## config.mk

```make
export PLATFORM = sky130hd
export DESIGN_NAME = lsb_stego_embed_extract
export DESIGN_NICKNAME = d
export VERILOG_FILES = /design/src/rtl/lsbse_pkg.sv /design/src/rtl/lsb_stego_embed_extract.sv /design/src/rtl/lsbse_csr.sv /design/src/rtl/lsbse_core.sv
export SDC_FILE = /design/constraint.sdc
export NUM_CORES = 1
export LEC_CHECK = 0
export ABC_AREA = 1
export BUFFER_PORTS_ARGS = -buffer_cell sky130_fd_sc_hd__buf_2
export CORE_MARGIN = 5
export CORE_UTILIZATION = 58
export DETAILED_ROUTE_END_ITERATION = 7
export GPL_TIMING_DRIVEN = 0
export HOLD_SLACK_MARGIN = 0.08
export PLACE_DENSITY = 0.75
export SLEW_MARGIN = 20
export SYNTH_ARGS = -nofsm -noshare
export SYNTH_HDL_FRONTEND = slang
export SYNTH_SLANG_ARGS = --single-unit
```

## constraint.sdc

```tcl
create_clock -name clock -period 6.5 [get_ports clock]
set_input_delay 0.975 -clock clock [delete_from_list [all_inputs] [get_ports clock]]
set_output_delay 0.975 -clock clock [all_outputs]
set_load 0.01 [all_outputs]
```

## src/rtl/lsbse_pkg.sv

```systemverilog
// Package for the LSB steganography embed/extract block.
// Holds the header and position constants, status and register codes, and the config struct.
// No dependencies.
`default_nettype none

package lsbse_pkg;

   // Header length in channels and width of the channel position count.
   localparam int HEADER_BITS    = 32;
   localparam int POSITION_WIDTH = 28;

   // Register widths.
   localparam int LEN_W  = 32;
   localparam int CHAN_W = 28;

   // Width that holds 8 * length plus the header for any length value.
   localparam int CMP_W     = LEN_W + 4;
   localparam int HDR_IDX_W = $clog2(HEADER_BITS);

   // Saturated position value; an item there counts as beyond the image.
   localparam logic [POSITION_WIDTH-1:0] POS_MAX = '1;

   localparam logic [7:0] LSB_CLEAR_MASK = 8'hFE;
   localparam logic [2:0] LAST_BIT_IDX   = 3'd7;

   // Operating modes.
   localparam logic MODE_EMBED   = 1'b0;
   localparam logic MODE_EXTRACT = 1'b1;

   // Configuration port address width (three 32-bit registers).
   localparam int CSR_ADDR_W = 4;

   typedef enum logic [1:0] {
      CSR_MODE           = 2'd0,
      CSR_MESSAGE_LENGTH = 2'd1,
      CSR_IMAGE_CHANNELS = 2'd2
   } csr_index_type;

   typedef enum logic [1:0] {
      ST_OK           = 2'd0,
      ST_TOO_LARGE    = 2'd1,
      ST_EMPTY        = 2'd2,
      ST_INCONSISTENT = 2'd3
   } status_type;

   typedef struct packed {
      logic              mode;
      logic [LEN_W-1:0]  message_length;
      logic [CHAN_W-1:0] image_channels;
   } cfg_type;

endpackage

`default_nettype wire

```

## src/rtl/lsb_stego_embed_extract.sv

```systemverilog
// LSB image steganography, embed and extract: one image channel byte per beat.
// A result is registered in the output register in the cycle after its beat is accepted.
// Throughput: one beat per cycle; a result that is not taken holds off the next beat,
// which is then taken in the same cycle as that result.
// Reset (synchronous, active high) clears the config registers, the position count and stream state, and rsp_valid.
// Top level; depends on lsbse_pkg, lsbse_csr and lsbse_core.
`default_nettype none

module lsb_stego_embed_extract (
   input  logic                              clock,
   input  logic                              reset,
   input  logic                              req_valid,
   output logic                              req_ready,
   input  logic [7:0]                        req_channel_value,
   input  logic [7:0]                        req_message_byte,
   input  logic                              req_image_start,
   output logic                              rsp_valid,
   input  logic                              rsp_ready,
   output logic [7:0]                        rsp_out_value,
   output logic [1:0]                        rsp_status,
   output logic                              rsp_last_byte,
   input  logic                              csr_psel,
   input  logic                              csr_penable,
   input  logic                              csr_pwrite,
   input  logic [lsbse_pkg::CSR_ADDR_W-1:0]  csr_paddr,
   input  logic [31:0]                       csr_pwdata,
   output logic [31:0]                       csr_prdata,
   output logic                              csr_pready
);
   import lsbse_pkg::*;

   cfg_type cfg;

   // Configuration registers.
   lsbse_csr u_csr (
      .clock       (clock),
      .reset       (reset),
      .csr_psel    (csr_psel),
      .csr_penable (csr_penable),
      .csr_pwrite  (csr_pwrite),
      .csr_paddr   (csr_paddr),
      .csr_pwdata  (csr_pwdata),
      .csr_prdata  (csr_prdata),
      .csr_pready  (csr_pready),
      .cfg         (cfg)
   );

   // Channel datapath and result register.
   lsbse_core u_core (
      .clock             (clock),
      .reset             (reset),
      .cfg               (cfg),
      .req_valid         (req_valid),
      .req_ready         (req_ready),
      .req_channel_value (req_channel_value),
      .req_message_byte  (req_message_byte),
      .req_image_start   (req_image_start),
      .rsp_valid         (rsp_valid),
      .rsp_ready         (rsp_ready),
      .rsp_out_value     (rsp_out_value),
      .rsp_status        (rsp_status),
      .rsp_last_byte     (rsp_last_byte)
   );

endmodule

`default_nettype wire

```

## src/rtl/lsbse_csr.sv

```systemverilog
// Configuration registers of the LSB steganography block behind an APB-style port.
// Depends on lsbse_pkg.
`default_nettype none

module lsbse_csr (
   input  logic                               clock,
   input  logic                               reset,
   input  logic                               csr_psel,
   input  logic                               csr_penable,
   input  logic                               csr_pwrite,
   input  logic [lsbse_pkg::CSR_ADDR_W-1:0]   csr_paddr,
   input  logic [31:0]                        csr_pwdata,
   output logic [31:0]                        csr_prdata,
   output logic                               csr_pready,
   output lsbse_pkg::cfg_type                 cfg
);
   import lsbse_pkg::*;

   logic              mode_ff, mode_in;
   logic [LEN_W-1:0]  msg_len_ff, msg_len_in;
   logic [CHAN_W-1:0] img_chan_ff, img_chan_in;
   logic              wr_en;
   logic [1:0]        reg_idx;

   assign csr_pready = 1'b1;
   assign wr_en      = csr_psel && csr_penable && csr_pwrite;
   assign reg_idx    = csr_paddr[3:2];

   // Write decode: each register takes the beat addressed to it.
   always_comb begin
      mode_in     = mode_ff;
      msg_len_in  = msg_len_ff;
      img_chan_in = img_chan_ff;
      if (wr_en) begin
         unique case (reg_idx)
            CSR_MODE:           mode_in     = csr_pwdata[0];
            CSR_MESSAGE_LENGTH: msg_len_in  = csr_pwdata[LEN_W-1:0];
            CSR_IMAGE_CHANNELS: img_chan_in = csr_pwdata[CHAN_W-1:0];
            default: ;
         endcase
      end
   end

   always_ff @(posedge clock) begin
      if (reset) begin
         mode_ff     <= MODE_EMBED;
         msg_len_ff  <= '0;
         img_chan_ff <= '0;
      end else begin
         mode_ff     <= mode_in;
         msg_len_ff  <= msg_len_in;
         img_chan_ff <= img_chan_in;
      end
   end

   // Read mux.
   always_comb begin
      unique case (reg_idx)
         CSR_MODE:           csr_prdata = {31'd0, mode_ff};
         CSR_MESSAGE_LENGTH: csr_prdata = msg_len_ff;
         CSR_IMAGE_CHANNELS: csr_prdata = {{(32 - CHAN_W){1'b0}}, img_chan_ff};
         default:            csr_prdata = '0;
      endcase
   end

   assign cfg.mode           = mode_ff;
   assign cfg.message_length = msg_len_ff;
   assign cfg.image_channels = img_chan_ff;

endmodule

`default_nettype wire

```

## src/rtl/lsbse_core.sv

```systemverilog
// Per-channel datapath of the LSB steganography block: position count, LSB replace,
// header and message bit collection, and the result register. Depends on lsbse_pkg.
`default_nettype none

module lsbse_core (
   input  logic                clock,
   input  logic                reset,
   input  lsbse_pkg::cfg_type  cfg,
   input  logic                req_valid,
   output logic                req_ready,
   input  logic [7:0]          req_channel_value,
   input  logic [7:0]          req_message_byte,
   input  logic                req_image_start,
   output logic                rsp_valid,
   input  logic                rsp_ready,
   output logic [7:0]          rsp_out_value,
   output logic [1:0]          rsp_status,
   output logic                rsp_last_byte
);
   import lsbse_pkg::*;

   // Stream state.
   logic [POSITION_WIDTH-1:0] position_ff, position_in;
   logic [HEADER_BITS-1:0]    len_shift_ff, len_shift_in;
   logic [7:0]                byte_shift_ff, byte_shift_in;
   logic                      failed_ff, failed_in;

   // Result register.
   logic       rsp_valid_ff, rsp_valid_in;
   logic [7:0] value_ff, value_in;
   status_type status_ff, status_in;
   logic       last_ff, last_in;

   logic                      accept;
   logic                      emit;
   logic [POSITION_WIDTH-1:0] pos;
   logic [POSITION_WIDTH-1:0] off;
   logic [HEADER_BITS-1:0]    len_shift;
   logic [HEADER_BITS-1:0]    len_next;
   logic [7:0]                byte_shift;
   logic [7:0]                byte_next;
   logic                      failed;
   logic                      at_max;
   logic                      in_header;
   logic [CMP_W-1:0]          need;
   logic [CMP_W-1:0]          msg_bits;
   logic [CMP_W-1:0]          ext_bits;
   logic [CMP_W-1:0]          cap;
   logic                      too_large;
   status_type                embed_status;
   logic                      in_msg;
   logic                      ext_in_msg;
   logic                      ext_last;
   logic                      small_image;
   logic                      bad_length;
   logic [HDR_IDX_W-1:0]      hdr_idx;
   logic                      hdr_bit;
   logic                      msg_bit;
   logic [7:0]                embed_value;

   assign req_ready = !rsp_valid_ff || rsp_ready;
   assign accept    = req_valid && req_ready;

   // An image start clears the stream state before this beat is used.
   assign pos        = req_image_start ? '0 : position_ff;
   assign len_shift  = req_image_start ? '0 : len_shift_ff;
   assign byte_shift = req_image_start ? '0 : byte_shift_ff;
   assign failed     = req_image_start ? 1'b0 : failed_ff;

   assign at_max    = (pos == POS_MAX);
   assign in_header = CMP_W'(pos) < CMP_W'(HEADER_BITS);
   assign off       = pos - POSITION_WIDTH'(HEADER_BITS);

   // Embed: capacity check on the configured length.
   assign need      = CMP_W'(HEADER_BITS) + CMP_W'({cfg.message_length, 3'b000});
   assign too_large = ((cfg.message_length >> HEADER_BITS) != '0) ||
                      (need > CMP_W'(cfg.image_channels));
   assign embed_status = too_large ? ST_TOO_LARGE :
                         (cfg.message_length == '0) ? ST_EMPTY : ST_OK;

   // Embed: pick the header bit or the message bit for this channel.
   assign msg_bits = CMP_W'({cfg.message_length, 3'b000});
   assign in_msg   = CMP_W'(off) < msg_bits;
   assign hdr_idx  = HDR_IDX_W'(HEADER_BITS - 1) - pos[HDR_IDX_W-1:0];
   assign hdr_bit  = cfg.message_length[hdr_idx];
   assign msg_bit  = req_message_byte[LAST_BIT_IDX - off[2:0]];

   always_comb begin
      embed_value = req_channel_value;
      if (embed_status == ST_OK && !at_max) begin
         if (in_header) begin
            embed_value = (req_channel_value & LSB_CLEAR_MASK) | {7'd0, hdr_bit};
         end else if (in_msg) begin
            embed_value = (req_channel_value & LSB_CLEAR_MASK) | {7'd0, msg_bit};
         end
      end
   end

   // Extract: header collection and length check against the capacity.
   assign len_next    = {len_shift[HEADER_BITS-2:0], req_channel_value[0]};
   assign small_image = CMP_W'(cfg.image_channels) < CMP_W'(HEADER_BITS);
   assign cap         = CMP_W'(cfg.image_channels) - CMP_W'(HEADER_BITS);
   assign bad_length  = small_image || (CMP_W'({len_next, 3'b000}) > cap);
   assign ext_bits    = CMP_W'({len_shift, 3'b000});
   assign ext_in_msg  = CMP_W'(off) < ext_bits;
   assign ext_last    = (CMP_W'(off) + CMP_W'(1)) == ext_bits;
   assign byte_next   = {byte_shift[6:0], req_channel_value[0]};

   // Next state and result for the accepted beat.
   always_comb begin
      position_in   = position_ff;
      len_shift_in  = len_shift_ff;
      byte_shift_in = byte_shift_ff;
      failed_in     = failed_ff;
      emit          = 1'b0;
      value_in      = value_ff;
      status_in     = status_ff;
      last_in       = last_ff;
      if (accept) begin
         position_in   = at_max ? POS_MAX : pos + POSITION_WIDTH'(1);
         len_shift_in  = len_shift;
         byte_shift_in = byte_shift;
         failed_in     = failed;
         if (cfg.mode == MODE_EMBED) begin
            emit      = 1'b1;
            value_in  = embed_value;
            status_in = embed_status;
            last_in   = 1'b0;
         end else if (!failed && !at_max) begin
            if (in_header) begin
               if (pos == '0 && small_image) begin
                  failed_in = 1'b1;
                  emit      = 1'b1;
                  value_in  = '0;
                  status_in = ST_INCONSISTENT;
                  last_in   = 1'b0;
               end else begin
                  len_shift_in = len_next;
                  if (pos == POSITION_WIDTH'(HEADER_BITS - 1) && bad_length) begin
                     failed_in = 1'b1;
                     emit      = 1'b1;
                     value_in  = '0;
                     status_in = ST_INCONSISTENT;
                     last_in   = 1'b0;
                  end
               end
            end else if (ext_in_msg) begin
               byte_shift_in = byte_next;
               if (off[2:0] == LAST_BIT_IDX) begin
                  emit          = 1'b1;
                  value_in      = byte_next;
                  status_in     = ST_OK;
                  last_in       = ext_last;
                  byte_shift_in = '0;
               end
            end
         end
      end
   end

   // The result register frees up when its beat is taken.
   always_comb begin
      rsp_valid_in = rsp_valid_ff;
      if (accept) begin
         rsp_valid_in = emit;
      end else if (rsp_ready) begin
         rsp_valid_in = 1'b0;
      end
   end

   always_ff @(posedge clock) begin
      if (reset) begin
         position_ff   <= '0;
         len_shift_ff  <= '0;
         byte_shift_ff <= '0;
         failed_ff     <= 1'b0;
         rsp_valid_ff  <= 1'b0;
      end else begin
         position_ff   <= position_in;
         len_shift_ff  <= len_shift_in;
         byte_shift_ff <= byte_shift_in;
         failed_ff     <= failed_in;
         rsp_valid_ff  <= rsp_valid_in;
      end
   end

   always_ff @(posedge clock) begin
      value_ff  <= value_in;
      status_ff <= status_in;
      last_ff   <= last_in;
   end

   assign rsp_valid     = rsp_valid_ff;
   assign rsp_out_value = value_ff;
   assign rsp_status    = status_ff;
   assign rsp_last_byte = last_ff;

   // The position advances by one per beat within an image until it saturates.
   a_pos_step: assert property (@(posedge clock) disable iff (reset)
      accept && !req_image_start && position_ff != POS_MAX
      |=> position_ff == $past(position_ff) + POSITION_WIDTH'(1))
      else $error("position did not advance by one");

   // The position holds once saturated.
   a_pos_sat: assert property (@(posedge clock) disable iff (reset)
      accept && !req_image_start && position_ff == POS_MAX |=> position_ff == POS_MAX)
      else $error("saturated position moved");

   // A pending length error always comes with the failed flag set.
   a_fail_flag: assert property (@(posedge clock) disable iff (reset)
      rsp_valid_ff && status_ff == ST_INCONSISTENT |-> failed_ff)
      else $error("length error without failed flag");

   // Only a good extracted byte may carry the last marker.
   a_last_ok: assert property (@(posedge clock) disable iff (reset)
      rsp_valid_ff && last_ff |-> status_ff == ST_OK)
      else $error("last marker on an error result");

endmodule

`default_nettype wire
```

==> summary.md, run 1 <==
| Metric | Value |
|---|---|
| Unrepaired setup endpoints after global routing | `no` |
| Syn_nets | `2137` |
| Gpl congestion | `1.03` |
| Htree depth | `4` |
| Worst slew pin tran | `1.05 ns` |
| CTS sink cnt | `141` |
| Hold Path Class | `flop to flop` |
| Total Wirelength | `48000 um` |
| Area Overhead vs Synth | `11.4%` |
| Vert. Die Dim | `159 um` |
| CTS tree | `yes` |
| Grt ovf | `0` |
| Worst setup SP type | `input port` |
| Most frequent cells in the layout | `nand2_1, inv_1, a21oi_1` |
| Final setup vio count | `0` |
| Area of the mapped netlist | `12900 um2` |
| Worst EP required | `6.58 ns` |
| Post-synthesis cell count | `1963` |
| Vias in the first global route | `13600` |
| Max Cap Violations | `0` |
| Post-CTS Resized | `0` |
| Tot GR Track Use | `36.3%` |
| Distinct cells, synth | `62` |
| Hold buffer count at cts | `0` |
| Routed length per instance | `20.2 um` |
| DRC viols | `0` |
| Core area | `21900 um2` |
| Hold worst-path end | `u_core.len_shift_ff[12]$_SDFFE_PP0P_` |
| Status | `finished, final reports clean` |
| Core Util, Final | `65.7%` |
| Worst vdd ir | `144 uV` |
| Largest net degree at the start of global routing | `17` |
| Postcts setup bufs | `0` |
| Final ANT Viol Nets | `0` |
| Leak pwr | `6.78 nW` |
| #FFs+latches synth | `141` |
| Post-synthesis average cell area | `6.58 um2` |
| CTS clk-pin slew, worst paths | `0.07 ns` |
| R2r endpoint | `u_core.rsp_status[0]$_DFFE_PP_` |
| Synth warn | `0` |
| R2R depth | `22` |
| Nets | `2257` |
| Design area | `14400 um2` |
| CP Data Arrival Time | `4.90 ns` |
| EDFF count, synth | `11` |
| Fillers | `2092` |
| Chip width | `159 um` |
| Commonest non-fill, non-tap cell in the layout | `nand2_1` |
| Max-slew violation count | `0` |
| Crit. End Element | `flop` |
| Setup skew after layout | `0.0149 ns` |
| Placed Instance Area | `13800 um2` |
| # port buffers | `101` |
| Initial antenna violation count | `1` |
| CTS Buf Count | `17` |
| Clock Tree Buf Depth | `2` |
| Fin. Hold Viols | `0` |
| Initial DRC Count | `1799` |
| Vias | `14500` |
| Layout cells sized above 1 | `13.0%` |
| Max Clock Freq | `207 MHz` |
| Vias per cell | `6.10` |
| Die ar. | `25400 um2` |
| Primary FF master, synth | `dfxtp_1` |
| Global-route wire length before repair | `73500 um` |
| Max_slew headroom | `30.0%` |
| CP Max Fanout | `11` |
| R2R Setup Slk | `1.83 ns` |
| Tmin final | `4.82 ns` |
| Diode count | `0` |
| Async S/R FF share, synth | `0%` |
| Worst hold stages | `2` |
| Clk Latency, worst-skew pair | `0.45 ns` |
| Top-Level Pins | `106` |
| Setup TNS | `0 ns` |
| Post-DP HPWL | `38000 um` |
| Critical path type | `input port to flop` |
| Clock root buffer | `clkbuf_16` |
| Drt first pass iters | `8` |
| Hold Crit Start | `u_core.len_shift_ff[12]$_SDFFE_PP0P_` |
| # rows | `54` |
| Initial Util | `59.0%` |
| Register area share after synthesis | `22.7%` |
| Cell Pwr Density | `204 nW/um2` |
| Reg-to-Reg Start | `u_csr.img_chan_ff[6]$_SDFFE_PP0P_` |
| Fin crit share | `74.1%` |
worst max-delay path by stage:
| stage | slack, ns | startpoint | end |
|---|---|---|---|
| floorplan | 2.27 | req_image_start | u_core.rsp_last_byte$_SDFFCE_PN0P_ |
| global placement | 1.02 | req_image_start | u_core.rsp_out_value[3]$_DFFE_PP_ |
| detailed placement | 1.29 | req_image_start | u_core.rsp_out_value[3]$_DFFE_PP_ |
| CTS | 1.70 | req_image_start | u_core.rsp_out_value[7]$_DFFE_PP_ |
| global route | 1.44 | u_csr.img_chan_ff[6]$_SDFFE_PP0P_ | u_core.rsp_out_value[0]$_DFFE_PP_ |
| finish | 1.68 | req_image_start | u_core.rsp_status[0]$_DFFE_PP_ |
per-stage QoR:
stage / hold slack, ns / power (W) / setup WS [ns] / cells
final: 0.467 / 0.00293 / 1.68 / 2376
after global routing: 0.478 / 0.00305 / 1.44 / 2376
after CTS: 0.466 / 0.00289 / 1.70 / 2376
after detailed placement: 0.457 / 0.00184 / 1.29 / 2344
after global placement: 0.452 / 0.00181 / 1.02 / 2344
after floorplan: 0.445 / 0.00158 / 2.27 / 1963
area by class of cell:
cell class	instances	area (um2)	area share, %
plain buffers	66	350	2.43
clock buffers	18	439	3.05
clock inverters	14	173	1.20
inverters	235	890	6.18
multi-input cells	1521	8750	60.8
flip-flops and latches	141	2930	20.4
well taps	280	350	2.43
repair buffers	101	505	3.51
Yosys cell counts (9+ instances only):
| cell | number | area [um2] |
|---|---|---|
| nor4_1 | 9 | 56.3 |
| nor2_4 | 13 | 146 |
| a21oi_1 | 171 | 856 |
| xor2_1 | 74 | 648 |
| nor3_1 | 26 | 130 |
| nor2_2 | 17 | 106 |
| o22ai_1 | 27 | 169 |
| nand2_1 | 427 | 1600 |
| nor2_1 | 149 | 559 |
| nand2_2 | 30 | 188 |
| dfxtp_1 | 130 | 2600 |
| o221ai_1 | 10 | 87.6 |
| ha_1 | 114 | 1430 |
| nand4_1 | 43 | 269 |
| nand3_1 | 130 | 651 |
| inv_1 | 212 | 796 |
| o21ai_1 | 21 | 105 |
| inv_2 | 15 | 56.3 |
| edfxtp_1 | 11 | 330 |
| clkbuf_1 | 41 | 154 |
| nand2_4 | 9 | 101 |
| a211oi_1 | 10 | 75.1 |
| o21ai_0 | 140 | 701 |
| a31oi_1 | 29 | 181 |
cells by family after synthesis:
family / synth area share, %
simple gates: 31.9
other cells: 0.0290
fa+ha+maj: 11.0
buf+inv: 9.60
compound gates: 19.5
flops: 22.7
xor+xnor: 5.21
power breakdown:
part / leakage, nW / internal, W / total [W] / switching, W
Sequential: 1.17 / 0.000913 / 0.000945 / 0.0000323
Combinational: 5.31 / 0.000290 / 0.000908 / 0.000619
Clock: 0.302 / 0.000592 / 0.00108 / 0.000484
state kept, by name, indices dropped and copies added, names as in the netlist:
signal,count
u_core.rsp_valid,1
u_core.rsp_status,2
u_core.rsp_last_byte,1
u_core.failed_ff,1
u_core.len_shift_ff,32
u_csr.img_chan_ff,28
u_csr.mode_ff,1
u_core.byte_shift_ff,7
u_csr.msg_len_ff,32
u_core.rsp_out_value,8
u_core.position_ff,28
critical path, cell delays in order:
cell and delay (ns):
buf_6 0.16, nor2_4 0.08, inv_2 0.21, ha_1 0.33
nand2_1 0.08, nor2_1 0.48, nand3_1 0.17, nand2_1 0.16
nand2_2 0.13, ha_1 0.33, nand4_1 0.11, nor3_1 0.06
o21ai_0 0.15, nand3_1 0.29, nand2_1 0.27, nand3_1 0.11
nand2_1 0.11, nand2_1 0.08, a21oi_2 0.59
metal layers:
metal,up-vias,global-route usage [%],part of all wire (%)
met4,2,18.9,5.9
met1,6590,44.9,39
met2,828,59.8,46
li1,6888,-,-
met5,-,0,0.027
met3,187,7.17,9.7
Note: power is estimated with default switching activity, not from simulation.
==> run 2: changes to the inputs <==
--- a/config.mk
+++ b/config.mk
@@ -5,14 +5,14 @@
 export SDC_FILE = /design/constraint.sdc
 export NUM_CORES = 1
 export LEC_CHECK = 0
-export ABC_AREA = 1
+export ABC_AREA = 0
 export BUFFER_PORTS_ARGS = -buffer_cell sky130_fd_sc_hd__buf_2
 export CORE_MARGIN = 5
-export CORE_UTILIZATION = 58
+export CORE_UTILIZATION = 56
 export DETAILED_ROUTE_END_ITERATION = 7
 export GPL_TIMING_DRIVEN = 0
 export HOLD_SLACK_MARGIN = 0.08
-export PLACE_DENSITY = 0.75
+export PLACE_DENSITY = 0.76
 export SLEW_MARGIN = 20
 export SYNTH_ARGS = -nofsm -noshare
 export SYNTH_HDL_FRONTEND = slang
==> constraint.sdc (replaced) <==
create_clock -name clock -period 4.4 [get_ports clock]
set_input_delay 0.66 -clock clock [delete_from_list [all_inputs] [get_ports clock]]
set_output_delay 0.66 -clock clock [all_outputs]
set_load 0.01 [all_outputs]
==> summary.md, run 2 <==
| Metric | Value |
|---|---|
| Initial antenna violation count | `0` |
| Worst EP required | `4.56 ns` |
| Top-Level Pins | `106` |
| Fillers | `1780` |
| Crit. End Element | `flop` |
| DRC viols | `0` |
| Syn_nets | `1739` |
| CP Data Arrival Time | `4.48 ns` |
| Final setup vio count | `0` |
| Routed length per instance | `21.1 um` |
| Clock root buffer | `clkbuf_16` |
| Initial DRC Count | `1339` |
| Commonest non-fill, non-tap cell in the layout | `nand2_1` |
| Nets | `1881` |
| Cell Pwr Density | `231 nW/um2` |
| Drt first pass iters | `6` |
| Grt ovf | `0` |
| R2R depth | `18` |
| Most frequent cells in the layout | `nand2_1, dfxtp_1, a21oi_1` |
| Async S/R FF share, synth | `0%` |
| Core area | `20900 um2` |
| Die ar. | `24000 um2` |
| Layout cells sized above 1 | `17.8%` |
| CTS tree | `yes` |
| EDFF count, synth | `11` |
| Htree depth | `4` |
| Post-DP HPWL | `31200 um` |
| Primary FF master, synth | `dfxtp_1` |
| Worst slew pin tran | `0.951 ns` |
| Worst vdd ir | `206 uV` |
| Total Wirelength | `42000 um` |
| Clk Latency, worst-skew pair | `0.45 ns` |
| Design area | `14200 um2` |
| Tmin final | `4.32 ns` |
| # rows | `53` |
| Vias per cell | `6.44` |
| Max-slew violation count | `0` |
| Chip width | `155 um` |
| Largest net degree at the start of global routing | `17` |
| Share of the synthesized area in the top cell type | `22.1%` |
| Vert. Die Dim | `155 um` |
| Design Power | `0.00329 W` |
| Final ANT Viol Nets | `0` |
| Leak pwr | `5.81 nW` |
| Fin crit share | `98.1%` |
| Initial Util | `56.4%` |
| Core Util, Final | `68.1%` |
| Tot GR Track Use | `34.2%` |
| Biggest regs | `u_core.len_shift_ff (32), u_csr.msg_len_ff (32)` |
| CTS clk-pin slew, worst paths | `0.07 ns` |
| Post-synthesis average cell area | `7.52 um2` |
| Vias in the first global route | `12300` |
| Max Cap Violations | `0` |
| Register area share after synthesis | `24.9%` |
| Max Clock Freq | `232 MHz` |
| Count leader, synth | `nand2_1` |
| Distinct cells, synth | `76` |
| #FFs+latches synth | `141` |
| CP Max Fanout | `5` |
| Status | `finished, final reports clean` |
| Setup TNS | `0 ns` |
| Hold buffer count at cts | `0` |
| Gpl congestion | `0.970` |
| Clock Tree Buf Depth | `2` |
| Diode count | `0` |
| # port buffers | `101` |
| Vias | `12900` |
| Global-route wire length before repair | `65600 um` |
| CTS sink cnt | `141` |
| Hold WS | `0.448 ns` |
| Critical path type | `flop to flop` |
| Placed Instance Area | `12700 um2` |
| Setup skew after layout | `0.0190 ns` |
| Biggest area consumer among synthesized cells | `dfxtp_1` |
| Synth warn | `0` |
| Worst setup SP type | `flop` |
| Hold Path Class | `input port to flop` |
| Post-synthesis cell count | `1565` |
| Worst hold stages | `3` |
| Area Overhead vs Synth | `20.8%` |
| CTS Buf Count | `17` |
| Area of the mapped netlist | `11800 um2` |
| Synth top area cells | `dfxtp_1, ha_1, nand2_1, xnor2_1, a21oi_1` |
| Max_slew headroom | `36.6%` |
| Fin. Hold Viols | `0` |
| Top cells by instance count after synthesis | `nand2_1, dfxtp_1, a21oi_1` |
[run 2: changes by cell type after synthesis, sizes merged, moves of 69 or more]
| cell | change |
|---|---|
| xor2 | -69 |
| inv | -132 |
| xnor2 | +75 |
| o21ai | -100 |
| nand3 | -100 |
| nand2 | -272 |
[run 2: layer usage]
metal  global-route usage (%)  vias to the layer above  routed length [um]
met3                     5.79                      168                4020
met2                     56.1                      765               19500
li1                         -                     5886                   -
met1                     42.4                     6034               16300
met4                     20.1                        0                2240
met5                        0                        -                   0
[run 2: layout make-up]
class	instances	area, um2	share of cell area [%]
plain buffers	86	397	2.79
clock buffers	18	450	3.17
clock inverters	14	126	0.889
inverters	96	375	2.64
multi-input cells	1226	8710	61.3
flip-flops and latches	141	2950	20.7
well taps	275	344	2.42
repair buffers	139	866	6.09
[run 2: kinds of logic after synthesis]
kind of cell	after synthesis	share of synthesized area (%)
adders and majority gates	114	12.1
buffers and inverters	198	6.46
and+or+nand+nor	623	25.9
xor gates and xnor gates	82	6.10
other	1	0.0319
DFF	141	24.9
muxes	29	3.69
AOI/OAI and AO/OA	377	20.8
[run 2: report_power, final]
part | internal [W] | total (W) | switching (W)
Sequential | 0.00131 | 0.00133 | 0.0000201
Combinational | 0.000173 | 0.000453 | 0.000280
Clock | 0.000822 | 0.00151 | 0.000684
[run 2: worst max-delay path: stages, from the launching register on]
cell     delay [ns]
dfxtp_1        0.39
inv_1          0.11
ha_2           0.18
nor2b_4        0.18
nand3_4        0.13
or4_4          0.56
nor4_4         0.25
xnor2_1        0.13
ha_1           0.31
nand4_1        0.15
or3_1          0.38
o22ai_1        0.11
a211o_1        0.20
a21oi_2        0.09
o21ai_2        0.24
a21oi_4        0.10
nor3_4         0.25
buf_6          0.16
buf_16         0.11
[run 2: path summary, 6_finish.rpt]
check,startpoint,endpoint,slack (ns)
max reg2reg,u_csr.img_chan_ff[6]$_SDFFE_PP0P_,u_core.rsp_status[0]$_DFFE_PP_,0.08
min,csr_pwdata[30],u_csr.msg_len_ff[30]$_SDFFE_PP0P_,0.45
min reg2reg,u_csr.img_chan_ff[1]$_SDFFE_PP0P_,u_csr.img_chan_ff[1]$_SDFFE_PP0P_,0.48
max,u_csr.img_chan_ff[6]$_SDFFE_PP0P_,u_core.rsp_status[0]$_DFFE_PP_,0.08
[run 2: timing repair]
action,CTS,global route
resized for setup,62,96
setup buffers,24,13
pin swaps,20,36
setup endpoints to repair,80,65
cloned,1,0
[run 2: through the flow]
step / setup WS (ns) / cells
2_1_floorplan: -0.435 / 1565
3_3_place_gp: -2.57 / 1941
3_5_place_dp: -2.50 / 1941
4_1_cts: -0.307 / 1996
5_1_grt: -0.0562 / 1995
6_report: 0.0832 / 1995
